`src/design/lbc_pkg.sv`:
```
// Shared widths, fixed-point constants and the segment record for the line clipper.
// Used by every module of the clipper; depends on nothing else.
`timescale 1ns / 1ps

package lbc_pkg;

    // Field widths.
    localparam int COORD_WIDTH = 24;
    localparam int FRAC_BITS   = 16;
    localparam int COLOR_WIDTH = 48;
    localparam int CH_WIDTH    = 16;
    localparam int NUM_CH      = COLOR_WIDTH / CH_WIDTH;

    // Numerator and denominator of a plane test are one bit wider than a coordinate.
    localparam int NW = COORD_WIDTH + 1;
    // Quotient magnitude bits before saturation, and the signed parameter width.
    localparam int QB = FRAC_BITS + 2;
    localparam int TW = FRAC_BITS + 3;
    // Remainder width of the divider and the number of its iteration stages.
    localparam int RW         = NW + FRAC_BITS + 2;
    localparam int DIV_STAGES = 3;
    localparam int DIV_STEPS  = (QB + DIV_STAGES - 1) / DIV_STAGES;

    // Interpolator operand and product widths.
    localparam int LW = NW;
    localparam int PW = LW + FRAC_BITS + 2;

    localparam logic signed [TW-1:0] ONE_FX = TW'(1 << FRAC_BITS);
    localparam logic signed [TW-1:0] TWO_FX = TW'(2 << FRAC_BITS);

    // One segment as it travels down the pipeline.
    typedef struct packed {
        logic [2:0][COORD_WIDTH-1:0] p0;
        logic [2:0][COORD_WIDTH-1:0] p1;
        logic [COLOR_WIDTH-1:0]      c0;
        logic [COLOR_WIDTH-1:0]      c1;
    } t_item;

    // Outcome of the plane tests.
    typedef struct packed {
        logic vis;
        logic clip_s;
        logic clip_e;
    } t_flags;

endpackage

```
`src/design/lbc_div.sv`:
```
// Pipelined saturating divider: (|num| << FRAC_BITS) / |den|, signed, clamped to -2..2.
// Depends on lbc_pkg. Takes one new operand pair every cycle.
`timescale 1ns / 1ps

module lbc_div import lbc_pkg::*; (
    input  logic                 i_clk,
    input  logic signed [NW-1:0] i_num,
    input  logic signed [NW-1:0] i_den,
    output logic signed [TW-1:0] o_quot
);

    logic [NW-1:0]         r_an, r_ad, n_an, n_ad;
    logic                  r_neg, r_sat, n_sat;
    logic [RW-1:0]         r_rem [DIV_STAGES];
    logic [RW-1:0]         n_rem [DIV_STAGES];
    logic [QB-1:0]         r_q   [DIV_STAGES];
    logic [QB-1:0]         n_q   [DIV_STAGES];
    logic [NW-1:0]         r_dv  [DIV_STAGES];
    logic                  r_ng  [DIV_STAGES];
    logic                  r_st  [DIV_STAGES];
    logic signed [TW-1:0]  r_quot, n_quot;

    // Magnitudes and the early saturation check: the quotient reaches 4 when |num| >= 4|den|.
    always_comb begin
        n_an  = i_num[NW-1] ? NW'(-i_num) : NW'(i_num);
        n_ad  = i_den[NW-1] ? NW'(-i_den) : NW'(i_den);
        n_sat = ({2'b00, n_an} >= {n_ad, 2'b00});
    end

    always_ff @(posedge i_clk) begin
        r_an  <= n_an;
        r_ad  <= n_ad;
        r_neg <= i_num[NW-1] ^ i_den[NW-1];
        r_sat <= n_sat;
    end

    // Restoring division, DIV_STEPS quotient bits per stage.
    always_comb begin
        logic [RW-1:0] rem;
        logic [QB-1:0] q;
        logic [NW-1:0] dv;
        for (int s = 0; s < DIV_STAGES; s++) begin
            if (s == 0) begin
                rem = RW'({r_an, {FRAC_BITS{1'b0}}});
                q   = '0;
                dv  = r_ad;
            end else begin
                rem = r_rem[s-1];
                q   = r_q[s-1];
                dv  = r_dv[s-1];
            end
            for (int j = 0; j < DIV_STEPS; j++) begin
                if (s * DIV_STEPS + j < QB) begin
                    if (rem >= (RW'(dv) << (QB - 1 - (s * DIV_STEPS + j)))) begin
                        rem = rem - (RW'(dv) << (QB - 1 - (s * DIV_STEPS + j)));
                        q[QB - 1 - (s * DIV_STEPS + j)] = 1'b1;
                    end
                end
            end
            n_rem[s] = rem;
            n_q[s]   = q;
        end
    end

    always_ff @(posedge i_clk) begin
        for (int s = 0; s < DIV_STAGES; s++) begin
            r_rem[s] <= n_rem[s];
            r_q[s]   <= n_q[s];
            if (s == 0) begin
                r_dv[s] <= r_ad;
                r_ng[s] <= r_neg;
                r_st[s] <= r_sat;
            end else begin
                r_dv[s] <= r_dv[s-1];
                r_ng[s] <= r_ng[s-1];
                r_st[s] <= r_st[s-1];
            end
        end
    end

    // Clamp to two and restore the sign.
    always_comb begin
        logic signed [TW-1:0] mag;
        mag = signed'(TW'(r_q[DIV_STAGES-1]));
        if (r_st[DIV_STAGES-1] || mag > TWO_FX) begin
            mag = TWO_FX;
        end
        n_quot = r_ng[DIV_STAGES-1] ? -mag : mag;
    end

    always_ff @(posedge i_clk) begin
        r_quot <= n_quot;
    end

    assign o_quot = r_quot;

endmodule

```
`config.mk`:
```
export PLATFORM = sky130hd
export DESIGN_NAME = lbc_div
export DESIGN_NICKNAME = d
export VERILOG_FILES = /design/src/design/lbc_pkg.sv /design/src/design/lbc_div.sv
export SDC_FILE = /design/constraint.sdc
export NUM_CORES = 2
export LEC_CHECK = 0
export ABC_CLOCK_PERIOD_IN_PS = 28700
export BUFFER_PORTS_ARGS = -buffer_cell sky130_fd_sc_hd__buf_2
export CORE_MARGIN = 2
export CORE_UTILIZATION = 30
export DETAILED_ROUTE_END_ITERATION = 7
export GPL_TIMING_DRIVEN = 1
export SYNTH_ARGS = -nofsm -noshare
export SYNTH_HDL_FRONTEND = slang
export SYNTH_SLANG_ARGS = --single-unit
export TNS_END_PERCENT = 100
```
`constraint.sdc`:
```
create_clock -name i_clk -period 28.7 [get_ports i_clk]
set_input_delay 5.74 -clock i_clk [delete_from_list [all_inputs] [get_ports i_clk]]
set_output_delay 5.74 -clock i_clk [all_outputs]
set_load 0.01 [all_outputs]
```
==> flow_metrics.py <==
metrics = {
    "worst_setup_path": {
        "cp_data_required_time_ps": 29130,
        "crit_type": "flip-flop to flip-flop",
        "cp-start-kind": "flip-flop",
        "cpMaxStageDelayCell": "or4_1",
        "worst_path_most_repeated_cell": "a21oi_1",
        "end_kind": "flip-flop",
        "slowest_delay_ps": 600,
        "crit_fanout": 42,
        "arrival_ps": 26740,
    },
    "route": {
        "vias_per_cell": 5.524,
        "vias": 37400,
        "wl_per_cell_um": 17.63,
        "wirelength_um": 119400,
        "drt_first_pass_iters": 5,
        "drc_errors": 0,
        "drt_iter0_drc": 2968,
        "ant_nets": 0,
    },
    "placement": {
        "pre_cts_slack_ps": 1778,
        "hpwl_um": 98940,
        "globalplace.congestion": 0.9353,
        "placed_area_um2": 38670,
        "portBuffers": 69,
    },
    "synthesis": {
        "synthesis.nets": 5664,
        "yosysSeqAreaShare": 0.1261,
        "yosysWarnings": 0,
        "synth.cell_area_um2": 36680,
        "synthCells": 5146,
        "synthArstFlopShare": 0,
        "synth_flop_cell": "dfxtp_1",
        "ys_ff_latch": 231,
        "ys_types": 110,
        "avgSynthCellArea_um2": 7.128,
        "synth_edf_count": 0,
    },
    "sta": {
        "tightest_slew_ps": 1144,
        "tns_ps": 0,
        "fin_worst_skew_ps": 14.31,
        "clock.fmax_ghz": 0.03802,
        "post-route-period-util": 0.9166,
        "setup_violations": 0,
        "finalHoldViolCount": 0,
        "slew_headroom": 0.2271,
        "layout_min_cycle_time_ps": 26310,
        "slew_viol_final": 0,
        "fin_ws_ps": 2395,
        "whs_ps": 316.8,
        "rsz0062_at_grt": "false",
    },
    "clock_tree": {
        "postCtsSetupBuffers": 0,
        "path_clk_slew_ps": 60,
        "postCtsHoldBufs": 0,
        "root_buffer": "clkbuf_16",
        "cts_tree": "done",
        "cts_made_buffers": 26,
        "clockBufferDepth": 3,
        "cts_sinks": 231,
        "htreeDepth": 1,
        "clkLatencyLatePin_ps": 550,
    },
    "cells_and_area": {
        "drive_gt1_frac": 0.06007,
        "final_area_um2": 39540,
        "nets": 5643,
        "areaGrowthSynthToFinish_pct": 7.784,
    },
    "worst_hold_path": {
        "min-delay-path-class": "flip-flop to flip-flop",
    },
    "grt": {
        "grt_pass1_vias": 34600,
        "grt_use_total": 0.1827,
        "grt_pass1_wl_um": 189000,
        "grt_overflow": 0,
        "grt_max_degree": 49,
        "antenna_found_initial": 6,
    },
    "floorplan": {
        "die_w_um": 353.7,
        "die_h_um": 353.7,
        "placementRows": 128,
        "die-area_um2": 125100,
        "start_util": 0.3018,
        "fp.coreArea_um2": 121600,
        "ios": 70,
    },
    "run": {
        "cap_viol_max_count": 0,
    },
    "status": {
        "status": "finished, final reports clean",
    },
}
==> area by class of cell <==
| class | count | area (µm²) |
|---|---|---|
| Inverter | 284 | 1070 |
| Clock inverter | 15 | 118.9 |
| Timing Repair Buffer | 93 | 525.5 |
| Tap cell | 1625 | 2033 |
| Multi-Input combinational cell | 4489 | 30450 |
| Clock buffer | 32 | 713.2 |
| Sequential cell | 231 | 4626 |
| Antenna cell | 1 | 2.502 |
| Fill cell | 13000 | 82020 |
==> path summary, 6_finish.rpt <==
path	to	start	slack, ps	cells after the start
hold reg to reg	r_q[0][30]	r_q[0][12]	320	0
setup reg to reg	r_rem[0][85]	r_dv[0][0]	2390	101
hold / removal	r_q[0][30]	r_q[0][12]	320	0
setup / recovery	r_rem[0][85]	r_dv[0][0]	2390	101
==> cells in the final DEF (no fill, tap or decap), drive strengths merged, types with 13 or more instances in the layout <==
cell / instances
a2111oi: 21
a211o: 18
a211oi: 40
a21boi: 51
a21o: 201
a21oi: 509
a31o: 13
a31oi: 36
and2: 44
and3: 48
and4: 23
buf: 93
clkbuf: 32
dfxtp: 231
ha: 462
inv: 285
mux2: 86
mux2i: 24
nand2: 527
nand2b: 87
nand3: 133
nand4: 79
nor2: 437
nor2b: 61
nor3: 125
nor4: 39
o2111ai: 13
o211ai: 34
o21a: 93
o21ai: 414
o21bai: 45
o31a: 13
o31ai: 84
o41ai: 14
or2: 29
or3: 58
or4: 22
xnor2: 304
xor2: 137
==> synth_stat cells, types with 58 or more instances <==
library cell,n,area share
a21o_1,201,0.041
a21oi_1,508,0.069
clkbuf_1,108,0.011
dfxtp_1,231,0.13
ha_1,462,0.16
inv_1,272,0.028
mux2_2,75,0.023
nand2_1,526,0.054
nand2b_1,87,0.015
nand3_1,132,0.018
nand4_1,79,0.013
nor2_1,431,0.044
nor2b_1,61,0.010
nor3_1,124,0.017
o21a_1,93,0.019
o21ai_0,399,0.054
o31ai_1,84,0.017
or3_1,58,0.0099
xnor2_1,304,0.073
xor2_1,137,0.033
==> metrics by stage <==
| step | utilization | instances |
|---|---|---|
| 3_3_place_gp | 0.3182 | 6722 |
| 6_report | 0.3252 | 6770 |
| 4_1_cts | 0.3250 | 6769 |
| 5_1_grt | 0.3252 | 6769 |
| 3_5_place_dp | 0.3182 | 6722 |
| 2_1_floorplan | - | 5146 |
==> metal layers <==
| layer | share of wire | up-vias | GRT usage |
|---|---|---|---|
| li1 | - | 18760 | - |
| met2 | 0.45 | 1028 | 0.3018 |
| met4 | 0.025 | 0 | 0.04460 |
| met3 | 0.056 | 158 | 0.01505 |
| met5 | 0 | - | 0 |
| met1 | 0.47 | 17450 | 0.2556 |
==> sequential cells by signal, summed over array words and instances (netlist names) <==
register	count
r_rem	68
r_dv	50
r_q	36
r_ad	25
r_an	25
o_quot	19
r_ng	3
r_st	3
r_neg	1
r_sat	1
==> logic make-up (layout without fill, tap and decap cells) <==
| group | count (synthesis) | count (layout) | synth area share |
|---|---|---|---|
| adder cells (fa/ha/maj) | 467 | 467 | 0.1603 |
| AO/OA/AOI/OAI | 1707 | 1707 | 0.2954 |
| XOR/XNOR | 441 | 441 | 0.1053 |
| buffers and inverters | 426 | 424 | 0.04499 |
| multiplexers | 110 | 110 | 0.03305 |
| flip-flops | 231 | 231 | 0.1261 |
| AND/OR/NAND/NOR | 1764 | 1764 | 0.2349 |
| other | 0 | 1 | 0 |
==> critical path, delay by kind of cell, from the launching register on <==
family	cells	cell delay, ps
flip-flops	1	590
multiplexers	1	170
buffers and inverters	7	2630
AND/OR/NAND/NOR	23	5930
XOR/XNOR	1	150
adder cells (fa/ha/maj)	6	2290
AO/OA/AOI/OAI	63	14310
==> timing repair <==
action,in CTS,in global routing
gates resized for setup,0,7
endpoints found under the setup margin,0,65
endpoints found under the hold margin,0,0
Power is left out: the tool's default activity adds up to more than one toggle a clock period on the data nets, which glitch-free logic cannot reach.
