### src/design/lbc_pkg.sv
// Shared widths, fixed-point constants and the segment record for the line clipper.
// Used by every module of the clipper; depends on nothing else.
`timescale 1ns / 1ps

package lbc_pkg;

    // Field widths.
    localparam int COORD_WIDTH = 24;
    localparam int FRAC_BITS   = 16;
    localparam int COLOR_WIDTH = 48;
    localparam int CH_WIDTH    = 16;
    localparam int NUM_CH      = COLOR_WIDTH / CH_WIDTH;

    // Numerator and denominator of a plane test are one bit wider than a coordinate.
    localparam int NW = COORD_WIDTH + 1;
    // Quotient magnitude bits before saturation, and the signed parameter width.
    localparam int QB = FRAC_BITS + 2;
    localparam int TW = FRAC_BITS + 3;
    // Remainder width of the divider and the number of its iteration stages.
    localparam int RW         = NW + FRAC_BITS + 2;
    localparam int DIV_STAGES = 3;
    localparam int DIV_STEPS  = (QB + DIV_STAGES - 1) / DIV_STAGES;

    // Interpolator operand and product widths.
    localparam int LW = NW;
    localparam int PW = LW + FRAC_BITS + 2;

    localparam logic signed [TW-1:0] ONE_FX = TW'(1 << FRAC_BITS);
    localparam logic signed [TW-1:0] TWO_FX = TW'(2 << FRAC_BITS);

    // One segment as it travels down the pipeline.
    typedef struct packed {
        logic [2:0][COORD_WIDTH-1:0] p0;
        logic [2:0][COORD_WIDTH-1:0] p1;
        logic [COLOR_WIDTH-1:0]      c0;
        logic [COLOR_WIDTH-1:0]      c1;
    } t_item;

    // Outcome of the plane tests.
    typedef struct packed {
        logic vis;
        logic clip_s;
        logic clip_e;
    } t_flags;

endpackage

### src/design/lbc_lerp.sv
// Two-stage interpolator: a + round(d * t / 2^FRAC_BITS), ties away from zero.
// Depends on lbc_pkg. One multiplier, registered, then the rounding add.
`timescale 1ns / 1ps

module lbc_lerp import lbc_pkg::*; (
    input  logic                 i_clk,
    input  logic signed [LW-1:0] i_a,
    input  logic signed [LW-1:0] i_d,
    input  logic [FRAC_BITS:0]   i_t,
    output logic signed [LW-1:0] o_val
);

    logic signed [PW-1:0] r_p;
    logic signed [LW-1:0] r_a;
    logic signed [LW-1:0] r_val, n_val;

    // Product stage.
    always_ff @(posedge i_clk) begin
        r_p <= PW'(i_d) * PW'(signed'({1'b0, i_t}));
        r_a <= i_a;
    end

    // Round the magnitude and add with the product's sign.
    always_comb begin
        logic [PW-1:0] mag;
        logic [PW-1:0] rnd;
        mag = r_p[PW-1] ? PW'(-r_p) : PW'(r_p);
        rnd = (mag + PW'(1 << (FRAC_BITS - 1))) >> FRAC_BITS;
        n_val = r_p[PW-1] ? r_a - LW'(rnd) : r_a + LW'(rnd);
    end

    always_ff @(posedge i_clk) begin
        r_val <= n_val;
    end

    assign o_val = r_val;

endmodule

### config.mk
export PLATFORM = sky130hd
export DESIGN_NAME = lbc_lerp
export DESIGN_NICKNAME = d
export VERILOG_FILES = /design/src/design/lbc_pkg.sv /design/src/design/lbc_lerp.sv
export SDC_FILE = /design/constraint.sdc
export NUM_CORES = 1
export LEC_CHECK = 0
export BUFFER_PORTS_ARGS = -buffer_cell sky130_fd_sc_hd__buf_2
export CORE_AREA = 2 2 242 244
export DETAILED_ROUTE_END_ITERATION = 12
export DIE_AREA = 0 0 244 246
export MAX_ROUTING_LAYER = met4
export PLACE_DENSITY = 0.53
export RECOVER_POWER = 100
export SKIP_CTS_REPAIR_TIMING = 1
export SLEW_MARGIN = 0
export SYNTH_ARGS = -nofsm -noshare
export SYNTH_HDL_FRONTEND = slang
export SYNTH_SLANG_ARGS = --single-unit
### constraint.sdc
create_clock -name i_clk -period 16.8 [get_ports i_clk]
set_clock_uncertainty 0.05 [all_clocks]
set_input_delay 1.68 -clock i_clk [delete_from_list [all_inputs] [get_ports i_clk]]
set_output_delay 1.68 -clock i_clk [all_outputs]
set_load 0.01 [all_outputs]
==> flow_summary.yaml, run 1 <==
synth:
  synth.area.top_cells: "fa_1, inv_1, dfxtp_1"
  synth_commonest_cells: "inv_1, fa_1, nand2_1, and2_1, ha_1"
  netlist_instances: 2249
  synth_edf_count: 0
  postSynthAreaPerCell_um2: 8.88
  yosysWarnings: 0
  yosysSeqAreaShare_pct: 9.22
  synth.top_cell.area_share_pct: 41.8
  ys_seq_elements: 92
  ys_types: 74
  synth-main-ff-cell: "dfxtp_1"
  synth_most_common_cell: "inv_1"
  synth_top_cell_by_area: "fa_1"
  syn-cell-area_um2: 20000
  synthArstFlopShare_pct: 0
  syn_nets: 2864
sta:
  setup_viol: 0
  relSlewSlack_pct: 10.0
  drv_slew: 0
  fmax_mhz: 119
  setup_tns_ns: 0
  rsz0062_at_grt: "false"
  timing.final.crit_share_pct: 49.8
  hold_viol: 0
  hold-worst-slack_ns: 0.508
  worst_pin_slew_ns: 1.35
  min_period_ns: 8.37
die:
  coreArea_um2: 57400
  die_x_um: 244
  start_util_pct: 34.8
  die_y_um: 246
  num_io_pins: 93
  dieArea_um2: 60000
  row_count: 88
routing:
  wl_per_cell_um: 15.4
  route.detailed.drc: 0
  vias_per_cell: 4.68
  dr.first_iter.drc_count: 665
  firstDrtPassIters: 7
  final_antenna_net_count: 0
  num_vias: 14200
  drt_wl_total_mm: 46.6
placement:
  placed_cells: 3019
  io_buffers: 92
  dp_hpwl_mm: 39.4
  place_congestion: 0.859
cells_and_area:
  num_antenna_cells: 0
  nets: 2880
  area_growth_pct: 6.60
  multi_input_area_um2: 15800
  final_core_util_pct: 37.1
  seq_area_um2: 1840
  final.fill_count: 5833
  drive_gt1_share_pct: 4.23
  finalNonFillerCells: 3035
worst_setup_path:
  crit_chain: "clkbuf_1 -> nand2_1 -> fa_1 -> inv_1 -> fa_1 -> fa_1 -> fa_1 -> inv_1 -> fa_1 -> inv_1 -> ha_1 -> a21o_1 -> a21oi_1 -> nor2_1 -> or4_1 -> o22ai_1 -> o211ai_1 -> a31oi_1 -> o21ai_0 -> a41oi_1 -> nor4b_1 -> a211o_1"
  slowest_stage: "clkbuf_1"
  worst_setup_path_end_kind: "flip-flop"
  critPathKind: "in -> reg"
  critPathMaxFanout: 25
  worstPathRequired_ns: 16.99
  setup.worst_path.start: "i_t[0]"
  cp_slowest_stage_delay_ns: 0.96
  cp.arrival_ns: 8.56
  worstReg2RegStart: "r_p[6]"
  worstSetupStartpointType: "primary input"
  rr_worst_depth: 26
  r2r_slack_ns: 8.72
  timing.critical_path.mode_cell: "fa_1"
  r2r-end: "o_val[24]"
global_route:
  grt_overflow_total: 0
  grt_util_met2_pct: 24.7
  grt_pass1_vias: 15200
  antenna_found_initial: 0
  busiest_layer: "met1"
  grt_max_degree: 66
  grtUsageMet3_pct: 1.68
  grt_first_pass_wirelength_mm: 78.9
  grt_usage_pct: 16.7
  grt_use_met1_pct: 25.0
clock_network:
  htreeDepth: 3
  clockBufferDepth: 2
  insertion_delay_ns: 0.36
  cts_buffers: 9
  cts-root-buf: "clkbuf_16"
  clock-sinks: 92
  cts.clk_slew.worst_paths_ns: 0.06
  cts_tree: "done"
status:
  status: "completed"
min_path:
  hp-start: "r_a[0]"
  hp-class: "reg -> reg"
  min_delay_path_depth: 3
  min_to: "o_val[0]"
run:
  drv_cap: 0
[state kept, by name, indices dropped and copies added (netlist names)]
signal,cells
o_val,25
r_a,25
r_p,42
[critical path, delay by kind of cell]
kind,cells,cell delay (ns)
AND/OR/NAND/NOR,4,0.77
adder cells (fa/ha/maj),6,2.97
buffers and inverters,4,1.10
AO/OA/AOI/OAI,8,2.02
[layout by cell type, fill, tap and decap left out, types with 12 or more instances in the layout]
cell,n
inv_1,515
fa_1,417
nand2_1,310
and2_1,175
ha_1,130
dfxtp_1,91
xnor2_1,82
buf_2,64
a21oi_1,56
nor2_1,54
o21ai_0,46
xor2_1,44
clkbuf_1,29
a21o_1,22
nand3_1,17
a31oi_1,16
nor2b_1,13
nor3_1,13
nand2b_1,12
[kinds of logic after synthesis]
kind of cell | count (synthesis) | share of synthesized area (%)
simple gates | 658 | 16.4
mux | 8 | 0.407
flops | 92 | 9.22
compound gates | 211 | 6.74
xor+xnor | 128 | 5.76
buf+inv | 604 | 11.5
fa+ha+maj | 548 | 50.0
[metal layers]
metal / vias to the layer above / wire [µm]
li1: 6783 / -
met1: 7093 / 24400
met2: 296 / 19600
met3: 23 / 2290
met4: 0 / 344
met5: - / 0
[metrics by stage]
step | setup slack [ns] | cell area (µm²)
after CTS | 8.55 | 21400
final | 8.43 | 21300
after floorplan | 8.96 | 20000
after detailed placement | 8.16 | 21100
after global placement | 8.32 | 21100
after global routing | 8.02 | 21300
[final cells by class]
| type | instances | area share, % |
|---|---|---|
| Multi-Input combinational cell | 1553 | 74.3 |
| Sequential cell | 92 | 8.65 |
| Clock buffer | 10 | 1.08 |
| Clock inverter | 6 | 0.376 |
| Tap cell | 765 | 4.49 |
| Timing Repair Buffer | 93 | 2.03 |
| Inverter | 516 | 9.11 |
[worst max path at each step]
| stage | slack, ns | cells past startpoint | to |
|---|---|---|---|
| final | 8.43 | 22 | r_p[33] |
| after global routing | 8.02 | 22 | r_p[33] |
| after CTS | 8.55 | 24 | r_p[40] |
| after detailed placement | 8.16 | 24 | r_p[40] |
| after global placement | 8.32 | 24 | r_p[40] |
| after floorplan | 8.96 | 24 | r_p[40] |
Power of run 1 is left out: the tool's default activity adds up to more than one toggle a clock period on the data nets, which glitch-free logic cannot reach.
==> run 2, diff against run 1 <==
==> constraint.sdc (replaced) <==
create_clock -name i_clk -period 8.11 [get_ports i_clk]
set_clock_uncertainty 0.05 [all_clocks]
set_input_delay 0.811 -clock i_clk [delete_from_list [all_inputs] [get_ports i_clk]]
set_output_delay 0.811 -clock i_clk [all_outputs]
set_load 0.01 [all_outputs]
==> flow_summary.yaml, run 2 (synthesis results as in run 1) <==
status:
  status: "completed"
sta:
  worst_pin_slew_ns: 1.33
  relSlewSlack_pct: 11.2
  min_period_ns: 7.46
  rsz0062_at_grt: "false"
  fmax_mhz: 134
  timing.final.crit_share_pct: 92.0
  setup_tns_ns: 0
  drv_slew: 0
  hold_viol: 0
  setup_viol: 0
clock_network:
  insertion_delay_ns: 0.36
  cts_buffers: 9
  clockBufferDepth: 2
  htreeDepth: 3
  cts_tree: "done"
  clock-sinks: 92
  cts-root-buf: "clkbuf_16"
  cts.clk_slew.worst_paths_ns: 0.07
cells_and_area:
  num_antenna_cells: 0
  nets: 2884
  final_cell_mix: "inv_1, fa_1, nand2_1"
  largest_register_ffs: 42
  final_common_cell: "inv_1"
  drive_gt1_share_pct: 4.66
  final_core_util_pct: 37.2
  regMostFlops: "r_p"
  area_growth_pct: 6.89
die:
  num_io_pins: 93
  start_util_pct: 34.8
  row_count: 88
  coreArea_um2: 57400
  die_x_um: 244
  die_y_um: 246
  dieArea_um2: 60000
global_route:
  grt_first_pass_wirelength_mm: 78.7
  grt_usage_pct: 16.7
  grt_pass1_vias: 15100
  antenna_found_initial: 0
  grt_overflow_total: 0
  grt_max_degree: 63
routing:
  firstDrtPassIters: 5
  vias_per_cell: 4.68
  num_vias: 14200
  drt_wl_total_mm: 47.0
  dr.first_iter.drc_count: 742
  final_antenna_net_count: 0
  wl_per_cell_um: 15.5
  route.detailed.drc: 0
placement:
  place_congestion: 0.855
  io_buffers: 92
  dp_hpwl_mm: 39.5
min_path:
  hp-class: "reg -> reg"
  min_delay_path_depth: 3
worst_setup_path:
  worstPathRequired_ns: 8.34
  critPathMaxFanout: 25
  worstSetupStartpointType: "primary input"
  critPathKind: "in -> reg"
  worst_setup_path_end_kind: "flip-flop"
  rr_worst_depth: 27
  cp.arrival_ns: 7.69
run:
  drv_cap: 0
==> run 2: per-stage QoR <==
step,area (µm²),hold WS (ns),setup WS (ns),instances
final,21400,0.495,0.652,3039
after global routing,21400,0.484,0.0142,3039
after CTS,21400,0.481,0.812,3039
after detailed placement,21100,0.487,0.455,3023
after global placement,21100,0.498,0.521,3023
after floorplan,20000,0.458,0.675,2249
==> run 2: worst max-delay path: stages <==
cell and delay [ns]:
clkbuf_1 0.94, nand2_1 0.22, fa_1 0.59, inv_1 0.06, fa_1 0.52, fa_1 0.44
fa_1 0.54, inv_1 0.05, fa_1 0.47, inv_1 0.04, ha_1 0.36, a21oi_1 0.19
o22ai_1 0.09, o21a_1 0.17, a311oi_1 0.41, nor3_1 0.16, o211a_1 0.29, o41ai_1 0.49
o21bai_1 0.15, a21oi_1 0.26, o21bai_1 0.09, a21oi_1 0.17, xnor2_1 0.14
==> run 2: path summary, 6_finish.rpt <==
path,from,slack (ns),end
max reg2reg,r_p[14],0.99,o_val[24]
min reg2reg,r_a[0],0.50,o_val[0]
min,r_a[0],0.50,o_val[0]
max,i_t[0],0.65,r_p[38]
==> run 2: layout make-up <==
cell class              instances  area, µm²
flip-flops and latches         92       1840
repair buffers                 97        460
clock buffers                  10        229
well taps                     765        957
clock inverters                 6       80.1
fillers                      5900      36000
multi-input cells            1553      15800
inverters                     516       1940
==> run 2: per-layer routing <==
layer | up-vias | routed length [µm] | GRT usage [%]
li1 | 6774 | - | -
met1 | 7096 | 23900 | 24.4
met2 | 348 | 19700 | 24.9
met3 | 15 | 3070 | 2.69
met4 | 0 | 277 | 2.28
met5 | - | 0 | -
Power of run 2 is left out for the same reason.
==> run 3, diff against run 2 <==
--- a/config.mk
+++ b/config.mk
@@ -12,6 +12,7 @@
 export MAX_ROUTING_LAYER = met4
 export PLACE_DENSITY = 0.53
 export RECOVER_POWER = 100
+export SETUP_SLACK_MARGIN = 0.02
 export SKIP_CTS_REPAIR_TIMING = 1
 export SLEW_MARGIN = 0
 export SYNTH_ARGS = -nofsm -noshare
==> constraint.sdc (replaced) <==
create_clock -name i_clk -period 7 [get_ports i_clk]
set_clock_uncertainty 0.05 [all_clocks]
set_input_delay 0.7 -clock i_clk [delete_from_list [all_inputs] [get_ports i_clk]]
set_output_delay 0.7 -clock i_clk [all_outputs]
set_load 0.01 [all_outputs]
==> flow_summary.yaml, run 3 (synthesis results as in run 1) <==
sta:
  timing.final.crit_share_pct: 95.8
  rsz0062_at_grt: "true"
  setup_tns_ns: 0
  relSlewSlack_pct: 50.6
  fmax_mhz: 149
  min_period_ns: 6.71
  drv_slew: 0
  setup_viol: 0
  hold_viol: 0
  worst_pin_slew_ns: 0.739
worst_setup_path:
  critPathKind: "in -> reg"
  r2r_slack_ns: 0.43
  worst_setup_path_end_kind: "flip-flop"
  critPathMaxFanout: 5
  worstSetupStartpointType: "primary input"
  cp.arrival_ns: 6.93
  worstPathRequired_ns: 7.23
routing:
  num_vias: 14500
  wl_per_cell_um: 14.8
  final_antenna_net_count: 0
  dr.first_iter.drc_count: 676
  route.detailed.drc: 0
  vias_per_cell: 4.60
  firstDrtPassIters: 4
  drt_wl_total_mm: 46.8
die:
  dieArea_um2: 60000
  die_x_um: 244
  coreArea_um2: 57400
  start_util_pct: 34.8
  num_io_pins: 93
  row_count: 88
  die_y_um: 246
placement:
  io_buffers: 92
  dp_hpwl_mm: 41.3
  place_congestion: 0.885
cells_and_area:
  final_common_cell: "inv_1"
  drive_gt1_share_pct: 9.74
  nets: 3003
  regMostFlops: "r_p"
  final_cell_mix: "inv_1, fa_1, nand2_1"
  area_growth_pct: 11.8
  largest_register_ffs: 42
  num_antenna_cells: 0
  final.fill_count: 5808
clock_network:
  cts-root-buf: "clkbuf_16"
  cts_tree: "done"
  insertion_delay_ns: 0.35
  clockBufferDepth: 2
  cts.clk_slew.worst_paths_ns: 0.07
  clock-sinks: 92
  htreeDepth: 3
  cts_buffers: 9
global_route:
  grt_first_pass_wirelength_mm: 81.0
  grt_overflow_total: 0
  grt_usage_pct: 17.0
  grt_max_degree: 42
  grt_pass1_vias: 16000
  antenna_found_initial: 1
run:
  drv_cap: 0
status:
  status: "completed"
min_path:
  hp-class: "in -> reg"
-- run 3: changes by cell type in the layout (fill, tap and decap cells not counted), sizes merged --
cell      before  now
clkinvlp       0    1
buf           69  186
inv          519  518
bufinv         1    0
clkbuf        38   41
-- run 3: final timing paths --
kind	endpoint	cells after the start	startpoint
max reg2reg	o_val[24]	27	r_p[6]
min	r_a[1]	1	i_a[1]
max	r_p[40]	26	i_d[7]
min reg2reg	o_val[0]	3	r_a[0]
-- run 3: final cells by class --
cell class	instances	area [µm²]	area share, %
Multi-Input combinational cell	1553	15900	71.2
Clock buffer	11	243	1.09
Timing Repair Buffer	216	1410	6.31
Tap cell	765	957	4.29
Inverter	516	1940	8.68
Sequential cell	92	1840	8.25
Clock inverter	5	45.0	0.202
-- run 3: metal layers --
layer	routed length (µm)	track usage [%]	vias up
met2	20500	26.4	280
met1	23700	23.9	7224
met4	444	2.99	0
li1	-	-	7014
met5	0	-	-
met3	2130	2.31	23
-- run 3: stage by stage --
stage	utilization (%)	hold WS (ns)	setup slack, ns	area, µm²	cells
floorplan	-	0.458	0.124	20000	2249
global placement	38.4	0.496	-0.0831	22000	3142
detailed placement	38.4	0.481	-0.149	22000	3142
CTS	38.9	0.375	0.170	22300	3158
global route	38.9	0.379	-0.0267	22300	3158
finish	38.9	0.396	0.292	22300	3158
-- run 3: worst max-delay path, stage by stage --
cell	delay, ns
buf_2	0.14
buf_4	0.16
and2_1	0.17
fa_1	0.51
inv_1	0.06
fa_1	0.46
fa_1	0.53
inv_1	0.06
fa_1	0.60
fa_1	0.44
fa_1	0.47
ha_1	0.32
nand3_1	0.10
o22ai_1	0.09
o21a_1	0.18
a311oi_1	0.27
buf_4	0.16
nor3_1	0.06
o211a_1	0.27
o41ai_1	0.31
buf_4	0.17
o21bai_1	0.09
nor2b_1	0.15
o21ai_1	0.16
nor2b_1	0.18
xnor2_1	0.13
Power of run 3 is left out for the same reason.
